**src/hw/rtl/motion_window_event_classifier_defines.svh**
```systemverilog
// Assertion helpers for the classifier RTL.
`ifndef MOTION_WINDOW_EVENT_CLASSIFIER_DEFINES_SVH
`define MOTION_WINDOW_EVENT_CLASSIFIER_DEFINES_SVH

// Same-cycle implication, sampled on clk, off during rst.
`define MWEC_ASSERT_IMP(name, ante, cons, msg) \
  name: assert property (@(posedge clk) disable iff (rst) (ante) |-> (cons)) \
    else $error(msg);

// Next-cycle implication, sampled on clk, off during rst.
`define MWEC_ASSERT_NXT(name, ante, cons, msg) \
  name: assert property (@(posedge clk) disable iff (rst) (ante) |=> (cons)) \
    else $error(msg);

`endif

```
**src/hw/rtl/mwec_pkg.sv**
```systemverilog
package mwec_pkg;

  localparam int WINDOW_CAP  = 32;
  localparam int CNT_W       = $clog2(WINDOW_CAP + 1);
  localparam int MAG_W       = 16;

  localparam logic OP_SAMPLE = 1'b0;
  localparam logic OP_CLEAR  = 1'b1;

  localparam logic CFG_COOLDOWN = 1'b0;
  localparam logic CFG_MIN_CONF = 1'b1;

  localparam logic [1:0] ST_REJECTED = 2'd0;
  localparam logic [1:0] ST_DOSE     = 2'd1;
  localparam logic [1:0] ST_COOLDOWN = 2'd2;

  localparam logic [1:0] CLS_ACTUATION = 2'd0;
  localparam logic [1:0] CLS_SHAKE     = 2'd1;
  localparam logic [1:0] CLS_DROP      = 2'd2;
  localparam logic [1:0] CLS_STATIC    = 2'd3;

  localparam logic [6:0] CONF_ACTUATION = 7'd85;
  localparam logic [6:0] CONF_SHAKE     = 7'd72;
  localparam logic [6:0] CONF_DROP      = 7'd80;
  localparam logic [6:0] CONF_STATIC    = 7'd90;
  localparam logic [6:0] CONF_NONE      = 7'd0;

  localparam logic [15:0] COOLDOWN_RESET = 16'd2000;
  localparam logic [6:0]  MIN_CONF_RESET = 7'd70;

  // thresholds in raw counts of 1/2048 g
  localparam logic [15:0] P_ACT_LO   = 16'd6144;
  localparam logic [15:0] P_ACT_HI   = 16'd20480;
  localparam logic [15:0] P_SHAKE_LO = 16'd4096;
  localparam logic [15:0] P_SHAKE_HI = 16'd8192;
  localparam logic [15:0] P_DROP     = 16'd20480;
  localparam logic [15:0] J_ACT      = 16'd10240;

  localparam logic [6:0] N_ACT_MAX   = 7'd26;
  localparam logic [6:0] N_SHAKE_MIN = 7'd16;
  localparam logic [6:0] N_DROP_MAX  = 7'd10;

  // milli-g = p * 1000 >> 11; duration = n * 125 / 13 via 2^20 reciprocal
  localparam logic [25:0] MILLI_G_SCALE = 26'd1000;
  localparam logic [12:0] DUR_SCALE     = 13'd125;
  localparam logic [29:0] RECIP_13      = 30'd80660;

  typedef struct packed {
    logic busy;
    logic done;
  } mag_stat_t;

endpackage

```
**src/hw/rtl/mwec_mag_unit.sv**
```systemverilog
module mwec_mag_unit (
  input  logic                            clk,
  input  logic                            rst,
  input  logic                            start,
  input  logic signed [15:0]              x_in,
  input  logic signed [15:0]              y_in,
  input  logic signed [15:0]              z_in,
  output logic [mwec_pkg::MAG_W-1:0]      mag,
  output mwec_pkg::mag_stat_t             stat
);

  typedef enum logic [1:0] {M_IDLE, M_SQUARE, M_ROOT} mstate_t;

  mstate_t            state;
  logic signed [15:0] ax, ay, az;
  logic [1:0]         sq_idx;
  logic [3:0]         root_idx;
  logic [31:0]        acc;
  logic [31:0]        rad;
  logic [16:0]        rem;
  logic [15:0]        root;
  logic               done;

  logic signed [15:0] mul_op;
  logic signed [31:0] prod;
  logic [31:0]        acc_next;
  logic [18:0]        rem_sh, trial, rem_diff;

  always_comb begin
    case (sq_idx)
      2'd0:    mul_op = ax;
      2'd1:    mul_op = ay;
      default: mul_op = az;
    endcase
    prod     = 32'(mul_op) * 32'(mul_op);
    // sum of three squares stays below 2^32
    acc_next = acc + $unsigned(prod);
    // one root bit per step, two radicand bits shifted in
    rem_sh   = {rem, rad[31:30]};
    trial    = {1'b0, root, 2'b01};
    rem_diff = rem_sh - trial;
  end

  always_ff @(posedge clk) begin
    if (rst) begin
      state <= M_IDLE;
      done  <= 1'b0;
    end else begin
      done <= 1'b0;
      case (state)
        M_IDLE: begin
          if (start) begin
            ax     <= x_in;
            ay     <= y_in;
            az     <= z_in;
            acc    <= '0;
            sq_idx <= 2'd0;
            state  <= M_SQUARE;
          end
        end
        M_SQUARE: begin
          acc    <= acc_next;
          sq_idx <= sq_idx + 2'd1;
          if (sq_idx == 2'd2) begin
            rad      <= acc_next;
            rem      <= '0;
            root     <= '0;
            root_idx <= '0;
            state    <= M_ROOT;
          end
        end
        M_ROOT: begin
          rad <= {rad[29:0], 2'b00};
          if (rem_sh >= trial) begin
            rem  <= rem_diff[16:0];
            root <= {root[14:0], 1'b1};
          end else begin
            rem  <= rem_sh[16:0];
            root <= {root[14:0], 1'b0};
          end
          root_idx <= root_idx + 4'd1;
          if (root_idx == 4'hF) begin
            done  <= 1'b1;
            state <= M_IDLE;
          end
        end
        default: state <= M_IDLE;
      endcase
    end
  end

  assign mag       = root;
  assign stat.busy = (state != M_IDLE);
  assign stat.done = done;

endmodule

```
**src/hw/rtl/motion_window_event_classifier.sv**
```systemverilog
// Motion window event classifier.
// Input channel (in_valid/in_ready): one word per sample (op sample) or a
// dose-counter clear (op clear). A window is the run of samples up to the one
// with last_sample set; samples past the window limit add no data but still end it.
// Each sample passes the magnitude unit before the next in_ready: the shared
// 16x16 squarer, the bit-serial square root (one root bit per cycle), then
// the peak/jerk update. A clear or an ignored sample leaves in_ready high. The
// last sample adds a decision step, which puts the result word in the output
// register (out_valid/out_ready): one word per window, none for other inputs.
// A stalled receiver does not block sampling: the next window is accepted
// while a result waits; only the next window's decision cycle waits until the
// output register is free.
// Reset (rst, synchronous) empties the window, clears the dose counter and
// last dose time, drops out_valid and sets cooldown_ms to 2000 and
// min_confidence_pct to 70. cfg_we writes one register per cycle (index 0 cooldown,
// 1 confidence); the user must do so only while the block is idle (not enforced).
`include "motion_window_event_classifier_defines.svh"

module motion_window_event_classifier (
  input  logic               clk,
  input  logic               rst,
  input  logic               cfg_we,
  input  logic               cfg_index,
  input  logic [15:0]        cfg_data,
  input  logic               in_valid,
  output logic               in_ready,
  input  logic               op,
  input  logic signed [15:0] x_accel,
  input  logic signed [15:0] y_accel,
  input  logic signed [15:0] z_accel,
  input  logic [31:0]        time_ms,
  input  logic               last_sample,
  output logic               out_valid,
  input  logic               out_ready,
  output logic [1:0]         status,
  output logic [1:0]         event_class,
  output logic [6:0]         confidence_pct,
  output logic [15:0]        dose_total,
  output logic [14:0]        peak_milli_g,
  output logic [9:0]         window_ms
);

  localparam int CW = mwec_pkg::CNT_W;
  localparam int MW = mwec_pkg::MAG_W;

  typedef enum logic [1:0] {S_IDLE, S_MAG, S_DECIDE} state_t;

  state_t             state;
  logic [15:0]        cooldown_ms;
  logic [6:0]         min_confidence_pct;
  logic [CW-1:0]      sample_count;
  logic [MW-1:0]      prev_magnitude;
  logic [MW-1:0]      mag_max;
  logic [MW-1:0]      jerk_max;
  logic signed [15:0] z_lowest;
  logic signed [15:0] z_highest;
  logic [31:0]        window_start_time;
  logic [31:0]        last_dose_time;
  logic [15:0]        dose_counter;
  logic               last_pending;

  logic                  accept;
  logic                  count_full;
  logic                  mag_start;
  logic [MW-1:0]         mag;
  mwec_pkg::mag_stat_t   mag_stat;
  logic [MW-1:0]         jerk;
  logic [6:0]            n7;
  logic [16:0]           z_range;
  logic [19:0]           z_range5;
  logic [19:0]           peak2;
  logic [31:0]           since_dose;
  logic                  in_cooldown;
  logic                  is_act, is_shake, is_drop;
  logic [1:0]            cls;
  logic [6:0]            conf;
  logic                  dose_ok;
  logic                  out_free;
  logic [25:0]           milli_prod;
  logic [12:0]           dur_m;
  logic [29:0]           dur_prod;

  assign in_ready   = (state == S_IDLE);
  assign accept     = in_valid && in_ready;
  assign count_full = (sample_count == CW'(mwec_pkg::WINDOW_CAP));
  assign mag_start  = accept && (op == mwec_pkg::OP_SAMPLE) && !count_full;
  assign out_free   = !out_valid || out_ready;

  mwec_mag_unit u_mag (
    .clk   (clk),
    .rst   (rst),
    .start (mag_start),
    .x_in  (x_accel),
    .y_in  (y_accel),
    .z_in  (z_accel),
    .mag   (mag),
    .stat  (mag_stat)
  );

  always_comb begin
    if (sample_count == '0) begin
      jerk = '0;
    end else if (mag > prev_magnitude) begin
      jerk = mag - prev_magnitude;
    end else begin
      jerk = prev_magnitude - mag;
    end

    n7       = 7'(sample_count);
    z_range  = {z_highest[15], z_highest} - {z_lowest[15], z_lowest};
    z_range5 = {3'b000, z_range} * 20'd5;
    peak2    = {3'b000, mag_max, 1'b0};

    // wraps mod 2^32 like the timestamp itself
    since_dose  = window_start_time - last_dose_time;
    in_cooldown = (since_dose < {16'd0, cooldown_ms});

    is_act   = (mag_max > mwec_pkg::P_ACT_LO) && (mag_max < mwec_pkg::P_ACT_HI)
            && (n7 < mwec_pkg::N_ACT_MAX) && (jerk_max > mwec_pkg::J_ACT)
            && (z_range5 > peak2);
    is_shake = (mag_max > mwec_pkg::P_SHAKE_LO)
            && (mag_max < mwec_pkg::P_SHAKE_HI) && (n7 >= mwec_pkg::N_SHAKE_MIN);
    is_drop  = (mag_max > mwec_pkg::P_DROP) && (n7 <= mwec_pkg::N_DROP_MAX);

    if (is_act) begin
      cls  = mwec_pkg::CLS_ACTUATION;
      conf = mwec_pkg::CONF_ACTUATION;
    end else if (is_shake) begin
      cls  = mwec_pkg::CLS_SHAKE;
      conf = mwec_pkg::CONF_SHAKE;
    end else if (is_drop) begin
      cls  = mwec_pkg::CLS_DROP;
      conf = mwec_pkg::CONF_DROP;
    end else begin
      cls  = mwec_pkg::CLS_STATIC;
      conf = mwec_pkg::CONF_STATIC;
    end

    dose_ok = !in_cooldown && (cls == mwec_pkg::CLS_ACTUATION) && (conf > min_confidence_pct);

    milli_prod = {10'd0, mag_max} * mwec_pkg::MILLI_G_SCALE;
    dur_m      = {6'd0, n7} * mwec_pkg::DUR_SCALE;
    dur_prod   = {17'd0, dur_m} * mwec_pkg::RECIP_13;
  end

  always_ff @(posedge clk) begin
    if (rst) begin
      state              <= S_IDLE;
      cooldown_ms        <= mwec_pkg::COOLDOWN_RESET;
      min_confidence_pct <= mwec_pkg::MIN_CONF_RESET;
      sample_count       <= '0;
      prev_magnitude     <= '0;
      mag_max            <= '0;
      jerk_max           <= '0;
      z_lowest           <= '0;
      z_highest          <= '0;
      window_start_time  <= '0;
      last_dose_time     <= '0;
      dose_counter       <= '0;
      last_pending       <= 1'b0;
      out_valid          <= 1'b0;
    end else begin
      if (cfg_we) begin
        case (cfg_index)
          mwec_pkg::CFG_COOLDOWN: cooldown_ms        <= cfg_data;
          mwec_pkg::CFG_MIN_CONF: min_confidence_pct <= cfg_data[6:0];
          default: ;
        endcase
      end

      // the decision cycle reloads the word itself
      if (out_valid && out_ready && (state != S_DECIDE)) begin
        out_valid <= 1'b0;
      end

      case (state)
        S_IDLE: begin
          if (accept) begin
            if (op == mwec_pkg::OP_CLEAR) begin
              dose_counter <= '0;
            end else if (!count_full) begin
              last_pending <= last_sample;
              state        <= S_MAG;
              if (sample_count == '0) begin
                window_start_time <= time_ms;
                z_lowest          <= z_accel;
                z_highest         <= z_accel;
              end else begin
                if (z_accel < z_lowest) z_lowest <= z_accel;
                if (z_accel > z_highest) z_highest <= z_accel;
              end
            end else if (last_sample) begin
              // full window: the word only closes it
              state <= S_DECIDE;
            end
          end
        end
        S_MAG: begin
          if (mag_stat.done) begin
            if (mag > mag_max) mag_max <= mag;
            if (jerk > jerk_max) jerk_max <= jerk;
            prev_magnitude <= mag;
            sample_count   <= sample_count + CW'(1);
            state          <= last_pending ? S_DECIDE : S_IDLE;
          end
        end
        S_DECIDE: begin
          if (out_free) begin
            out_valid    <= 1'b1;
            peak_milli_g <= milli_prod[25:11];
            window_ms    <= dur_prod[29:20];
            if (in_cooldown) begin
              status         <= mwec_pkg::ST_COOLDOWN;
              event_class    <= mwec_pkg::CLS_ACTUATION;
              confidence_pct <= mwec_pkg::CONF_NONE;
            end else begin
              status         <= dose_ok ? mwec_pkg::ST_DOSE : mwec_pkg::ST_REJECTED;
              event_class    <= cls;
              confidence_pct <= conf;
            end
            if (dose_ok) begin
              dose_counter   <= dose_counter + 16'd1;
              dose_total     <= dose_counter + 16'd1;
              last_dose_time <= window_start_time;
            end else begin
              dose_total <= dose_counter;
            end
            sample_count      <= '0;
            prev_magnitude    <= '0;
            mag_max           <= '0;
            jerk_max          <= '0;
            z_lowest          <= '0;
            z_highest         <= '0;
            window_start_time <= '0;
            state             <= S_IDLE;
          end
        end
        default: state <= S_IDLE;
      endcase
    end
  end

  `MWEC_ASSERT_IMP(a_busy_in_mag, mag_stat.busy, state == S_MAG,
    "root unit busy outside the magnitude state")
  `MWEC_ASSERT_IMP(a_dose_is_act, out_valid && status == mwec_pkg::ST_DOSE,
    event_class == mwec_pkg::CLS_ACTUATION, "dose accepted for a non-actuation class")
  `MWEC_ASSERT_IMP(a_skip_no_conf, out_valid && status == mwec_pkg::ST_COOLDOWN,
    confidence_pct == mwec_pkg::CONF_NONE, "cooldown skip with nonzero confidence")
  `MWEC_ASSERT_IMP(a_dose_step, !$stable(dose_counter),
    dose_counter == $past(dose_counter) + 16'd1 || dose_counter == 16'd0,
    "dose counter moved other than by one or a clear")
  `MWEC_ASSERT_NXT(a_decide_emits, state == S_DECIDE && out_free, out_valid,
    "decision cycle did not load the output word")

endmodule

```
**config.mk**
```make
export PLATFORM = sky130hd
export DESIGN_NAME = motion_window_event_classifier
export DESIGN_NICKNAME = d
export VERILOG_FILES = /design/src/hw/rtl/mwec_pkg.sv /design/src/hw/rtl/mwec_mag_unit.sv /design/src/hw/rtl/motion_window_event_classifier.sv
export VERILOG_INCLUDE_DIRS = /design/src /design/src/hw/rtl
export SDC_FILE = /design/constraint.sdc
export NUM_CORES = 2
export LEC_CHECK = 0
export BUFFER_PORTS_ARGS = -buffer_cell sky130_fd_sc_hd__buf_4
export CAP_MARGIN = 20
export CORE_ASPECT_RATIO = 1.4
export CORE_MARGIN = 2
export CORE_UTILIZATION = 40
export DETAILED_ROUTE_END_ITERATION = 8
export MAX_ROUTING_LAYER = met4
export PLACE_DENSITY = 0.67
export SYNTH_ARGS = -nofsm -noshare
export SYNTH_HDL_FRONTEND = slang
export SYNTH_HIERARCHICAL = 1
export SYNTH_SLANG_ARGS = --single-unit
export TNS_END_PERCENT = 50
```
**constraint.sdc**
```tcl
create_clock -name clk -period 17.35 [get_ports clk]
set_input_delay 3.47 -clock clk [delete_from_list [all_inputs] [get_ports clk]]
set_output_delay 3.47 -clock clk [all_outputs]
set_load 0.02 [all_outputs]
```
# --- Yosys cells after proc, flatten, opt, wreduce, memory -nomap -nowiden ---
# Index checks and enable logic that the tools add are counted.
classes:
  add_sub_neg: 10
  mul: 5
  n_lt_le_gt_ge: 18
  eq_ne: 24
  n_mux: 75
  n_bitwise: 5
  n_reduce_logical: 45
ops:
  columns: ["op", "count"]
  rows:
  - ["16-bit two-way mux", 23]
  - ["16-bit case mux with 2 select lines", 8]
  - ["32-bit two-way mux", 7]
  - ["32-bit case mux with 2 select lines", 3]
  - ["16-bit > comparator", 4]
  - ["17-bit two-way mux", 2]
  - ["17-bit case mux with 2 select lines", 1]
  - ["32-bit adder", 1]
  - ["16-bit by 13-bit > comparator with 1-bit output (second input constant)", 2]
  - ["32-bit by 16-bit less-than comparator with 1-bit output", 1]
  - ["16-bit by 16-bit multiplier with 32-bit output", 1]
  - ["16-bit subtractor", 2]
  - ["32-bit subtractor", 1]
  - ["13-bit by 15-bit multiplier with 28-bit output (second input constant)", 1]
  - ["2-bit two-way mux", 13]
  - ["16-bit by 7-bit multiplier with 23-bit output (second input constant)", 1]
  - ["3-bit AND reduction", 7]
  - ["20-bit by 17-bit > comparator with 1-bit output", 1]
  - ["17-bit by 3-bit multiplier with 20-bit output (second input constant)", 1]
  - ["19-bit by 18-bit greater-or-equal comparator with 1-bit output", 1]
  - ["6-bit AND reduction", 3]
  - ["16-bit by 16-bit subtractor with 17-bit output", 1]
  - ["17-bit subtractor", 1]
  - ["16-bit by 1-bit adder with 16-bit output (second input constant)", 1]
  - ["40 further kinds", 95]
totals:
  reg_bits: 399
  in_bits: 104
  out_inout_bits: 54
  word_cells: 213

# --- Logic depth before layout (Yosys ltp) ---
logic_depth:
  word_depth: 12
  depth_mapped: 43

# --- Modules after synthesis ---
# Netlist, hierarchy kept.
modules_own_cells:
  columns: ["module", "instances", "cells_per_inst", "area_per_inst_um2"]
  rows:
  - ["motion_window_event_classifier", 1, 2605, 22984.5]
  - ["mwec_mag_unit", 1, 1596, 16689.8]

# --- Worst setup path after synthesis ---
# No wires, ideal clock.
synth_timing:
  path_kind: "register to register"
  start: "reg sample_count[0]"
  end: "reg window_ms[7], data pin"
  arrival_ns: 8.390
  required_time_ns: 17.072
  path_slack_ns: 8.682
  stages_incl_launch_ff: 37
  period_less_slack_ns: 8.668
  cell_sequence: "dfxtp_1 clkbuf_1 inv_1 fa_1 inv_1 ha_1 inv_1 fa_1 inv_1 ha_1 inv_1 fa_1 inv_1 a21oi_1 o21bai_1 a21oi_1 o21bai_1 a21o_1 a21oi_1 xnor2_1 ha_1 inv_1 fa_1 fa_1 fa_1 fa_1 inv_1 ha_1 o21a_1 o21a_1 o221ai_1 nor2_1 o211a_1 o31a_1 or2_2 a211oi_1 nor2_1"
synth_via:
  elab_chain_cells: 2
synth_lines:
  columns: ["element", "line", "rtl"]
  rows:
  - ["start: declaration", "motion_window_event_classifier.sv:51", "logic [CW-1:0] sample_count;"]
  - ["start signal: assignment", "motion_window_event_classifier.sv:203", "sample_count <= sample_count + CW'(1);"]
  - ["6-bit by 7-bit multiplier with 13-bit output", "motion_window_event_classifier.sv:142", "dur_m = {6'd0, n7} * mwec_pkg::DUR_SCALE;"]
  - ["13-bit by 15-bit multiplier with 28-bit output", "motion_window_event_classifier.sv:143", "dur_prod = {17'd0, dur_m} * mwec_pkg::RECIP_13;"]
  - ["net dur_prod[27]", "motion_window_event_classifier.sv:81", "logic [29:0] dur_prod;"]
  - ["end signal: assignment", "motion_window_event_classifier.sv:211", "window_ms <= dur_prod[29:20];"]
  - ["end: declaration", "motion_window_event_classifier.sv:40", "output logic [9:0] window_ms"]
# The timed path passes the listed nets, and every way through them passes these cells.
# A chain may end at the register's enable or synchronous reset.

# --- Worst setup path in the final report ---
layout_timing:
  start: "reg sample_count[0]"
  end: "reg window_ms[9], data pin"
# The elaborated chain is that of the path after synthesis.

==> flow_summary.toml <==
[timing]
timing.setup.tns_ns = 0
setup_viol_count_final = 0
hold-worst-slack_ns = 0.4553
max_freq_mhz = 103.9
finClkSkew_ns = 0.03885
hold_violations = 0
slew_headroom_pct = 20.87
worst_pin_slew_ns = 1.171
layout_setup_ws_ns = 7.726
grt_setup_unrepaired = "no"
fin_crit_sh_pct = 55.47
fin_crit_ns = 9.624
drv_slew = 0

[logic_synthesis]
yosysSeqAreaShare_pct = 25.03
synth_ff_type = "edfxtp_1"
synth-simple-area-share_pct = 11.87
synth_xor_area_share_pct = 3.510
synth-adder-area-share_pct = 36.36
synthMuxAreaShare_pct = 2.785
synth-edff-count = 200
synth_seq_cells = 396
synth.top_cell.area_share_pct = 19.58
yosys_warnings = 6
syn_area_per_cell_um2 = 9.444
synth_top_family_by_area = "adder cells"
yosysTopAreaCell = "fa_1"
synth_area_leaders = "fa_1 20%, ha_1 17%, edfxtp_1 15%"
synthDistinctLibCells = 97
synthesis.nets = 5225
synth_async_sr_flop_share_pct = 0
syn_area_mm2 = 0.03967
synth_compound_area_share_pct = 12.15
netlist_instances = 4201

[detailed_routing]
drc = 0
via_per_inst = 5.200
vias = 29410
drt_iter0_drc = 1438
routed_wl_um = 96320
drt-wirelength-per-cell_um = 17.03
dr.pass1.iters = 7
detail-route-antenna-nets = 0

[critical_path]
critPathBufInv = 11
cp_max_fo = 12
regToRegEndpoint = "window_ms[9]$_DFFE_PP_"
cp_data_arrival_time_ns = 9.94
criticalPathCategory = "register to register"
cp-start-kind = "register"
ff2ff_path_depth = 38
path_delay_family = "adder cells"
cpMaxStageDelayCell = "fa_1"
slowest_delay_ns = 0.70
crit_path_end_kind = "register"
regToRegSetupSlack_ns = 7.73
cp_common_cell = "inv_1"
worstPathRequired_ns = 17.67
r2r_start = "sample_count[0]$_SDFFE_PP0P_"

[worst_hold_path]
min_path_type = "register to register"
hold_end = "cooldown_ms[11]$_SDFFE_PP0P_"
hp-start = "cooldown_ms[11]$_SDFFE_PP0P_"
min_path_cells = 2

[clock_network]
ctsHoldBuffers = 0
clock-root-buffer = "clkbuf_16"
cts_tree = "done"
cts_setup_buffers = 0
clock_latency_ns = 0.60
path_clk_slew_ns = 0.06
cts-resized-gates = 0
cts.sinks = 396
numCtsBuffers = 42
cts_htree_levels = 2
clockBufferDepth = 3

[die]
pin_count = 158
coreArea_mm2 = 0.09818
start_util_pct = 40.41
die_h_um = 376.6
fp-row-count = 136
die_w_um = 270.2
die-area_mm2 = 0.1018

[final_layout]
fillCellCount = 9528
layout-drive-gt1-share_pct = 7.276
multiInputGateArea_mm2 = 0.02652
area_growth_pct = 10.01
stdcell_count = 5656
fin_nets = 5335
register_area_mm2 = 0.009930

[grt]
grt_max_degree = 87
antenna_found_initial = 2
grt_use_total_pct = 19.72
grt_pass1_wl_um = 158400
grt_pass1_vias = 30800
grt_overflow = 0

[run_status]
status = "finished, final reports clean"

[placed_design]
hpwlAfterDp_um = 77500
gp_congestion = 0.9382
io_buffers = 156
placed_cells = 5576
pre_cts_slack_ns = 7.721

[job]
max_cap_viol_count = 0
==> sequential cells by signal, summed over array words and instances (netlist names), 6 cells and up <==
signal / count
last_dose_time: 32
u_mag/acc: 32
u_mag/rad: 32
window_start_time: 32
u_mag/rem: 17
cooldown_ms: 16
dose_counter: 16
dose_total: 16
jerk_max: 16
mag_max: 16
prev_magnitude: 16
u_mag/ax: 16
u_mag/ay: 16
u_mag/az: 16
u_mag/mag: 16
z_highest: 16
z_lowest: 16
peak_milli_g: 15
window_ms: 10
min_confidence_pct: 7
sample_count: 6
==> worst min-delay path, delay by kind of cell (launching register included) <==
kind | cells | cell delay (ns)
simple gates | 1 | 0.05
compound gates | 1 | 0.05
flops | 1 | 0.31
==> per-layer routing <==
metal	share of wire (%)	GRT usage [%]	up-vias
met5	0	-	-
met3	3.4	2.208	178
met1	39	21.45	14470
met4	3.6	6.682	0
met2	54	37.08	550
li1	-	-	14220
==> cell type report <==
type / instances / area share, %
Sequential cell: 396 / 22.75
Tap cell: 1311 / 3.758
Inverter: 723 / 6.224
Clock buffer: 53 / 2.511
Timing Repair Buffer: 190 / 3.368
Clock inverter: 23 / 0.6192
Antenna cell: 2 / 0.01147
Multi-Input combinational cell: 2958 / 60.76
==> worst max-delay path by stage <==
stage	startpoint	to	slack, ns	cells past startpoint
detailed placement	sample_count[0]$_SDFFE_PP0P_	window_ms[9]$_DFFE_PP_	7.72	38
floorplan	sample_count[0]$_SDFFE_PP0P_	window_ms[7]$_DFFE_PP_	8.68	36
finish	sample_count[0]$_SDFFE_PP0P_	window_ms[9]$_DFFE_PP_	7.73	38
global route	sample_count[0]$_SDFFE_PP0P_	window_ms[9]$_DFFE_PP_	6.77	38
CTS	sample_count[0]$_SDFFE_PP0P_	window_ms[9]$_DFFE_PP_	7.66	38
global placement	sample_count[0]$_SDFFE_PP0P_	window_ms[9]$_DFFE_PP_	7.97	38
==> synthesized netlist by cell type, drive strengths merged (38+ instances only) <==
cell type	instances
and2	40
xor2	57
dfxtp	196
clkbuf	97
nand4	50
xnor2	102
nor2	347
a21o	88
inv	717
nor3	44
mux2i	98
a21oi	257
o21ai	130
o21a	38
ha	532
nand3	82
nand2	314
fa	388
edfxtp	200
==> cell usage in the layout (no fill, tap or decap), types with 98 or more instances in the layout <==
cell      count
nand2_1     312
a21oi_1     250
dfxtp_1     196
mux2i_1      98
o21ai_0     119
edfxtp_1    200
nor2_1      345
ha_1        531
fa_1        388
xnor2_1     102
inv_1       714
buf_4       187
==> stage by stage <==
| step | area [µm²] | util [%] |
|---|---|---|
| 2_1_floorplan | 39670 | - |
| 3_3_place_gp | 42220 | 43.00 |
| 3_5_place_dp | 42220 | 43.00 |
| 4_1_cts | 43590 | 44.39 |
| 5_1_grt | 43650 | 44.45 |
| 6_report | 43650 | 44.45 |
==> logic make-up (layout without fill, tap and decap cells) <==
family	count (synthesis)	count (layout)
xor+xnor	159	159
flops	396	396
simple gates	1024	1024
buf+inv	847	989
other cells	1	3
mux	109	109
compound gates	745	745
fa+ha+maj	920	920
Power is not shown: default switching activity piles up to over one toggle a cycle in this logic, so the estimate is an artifact.
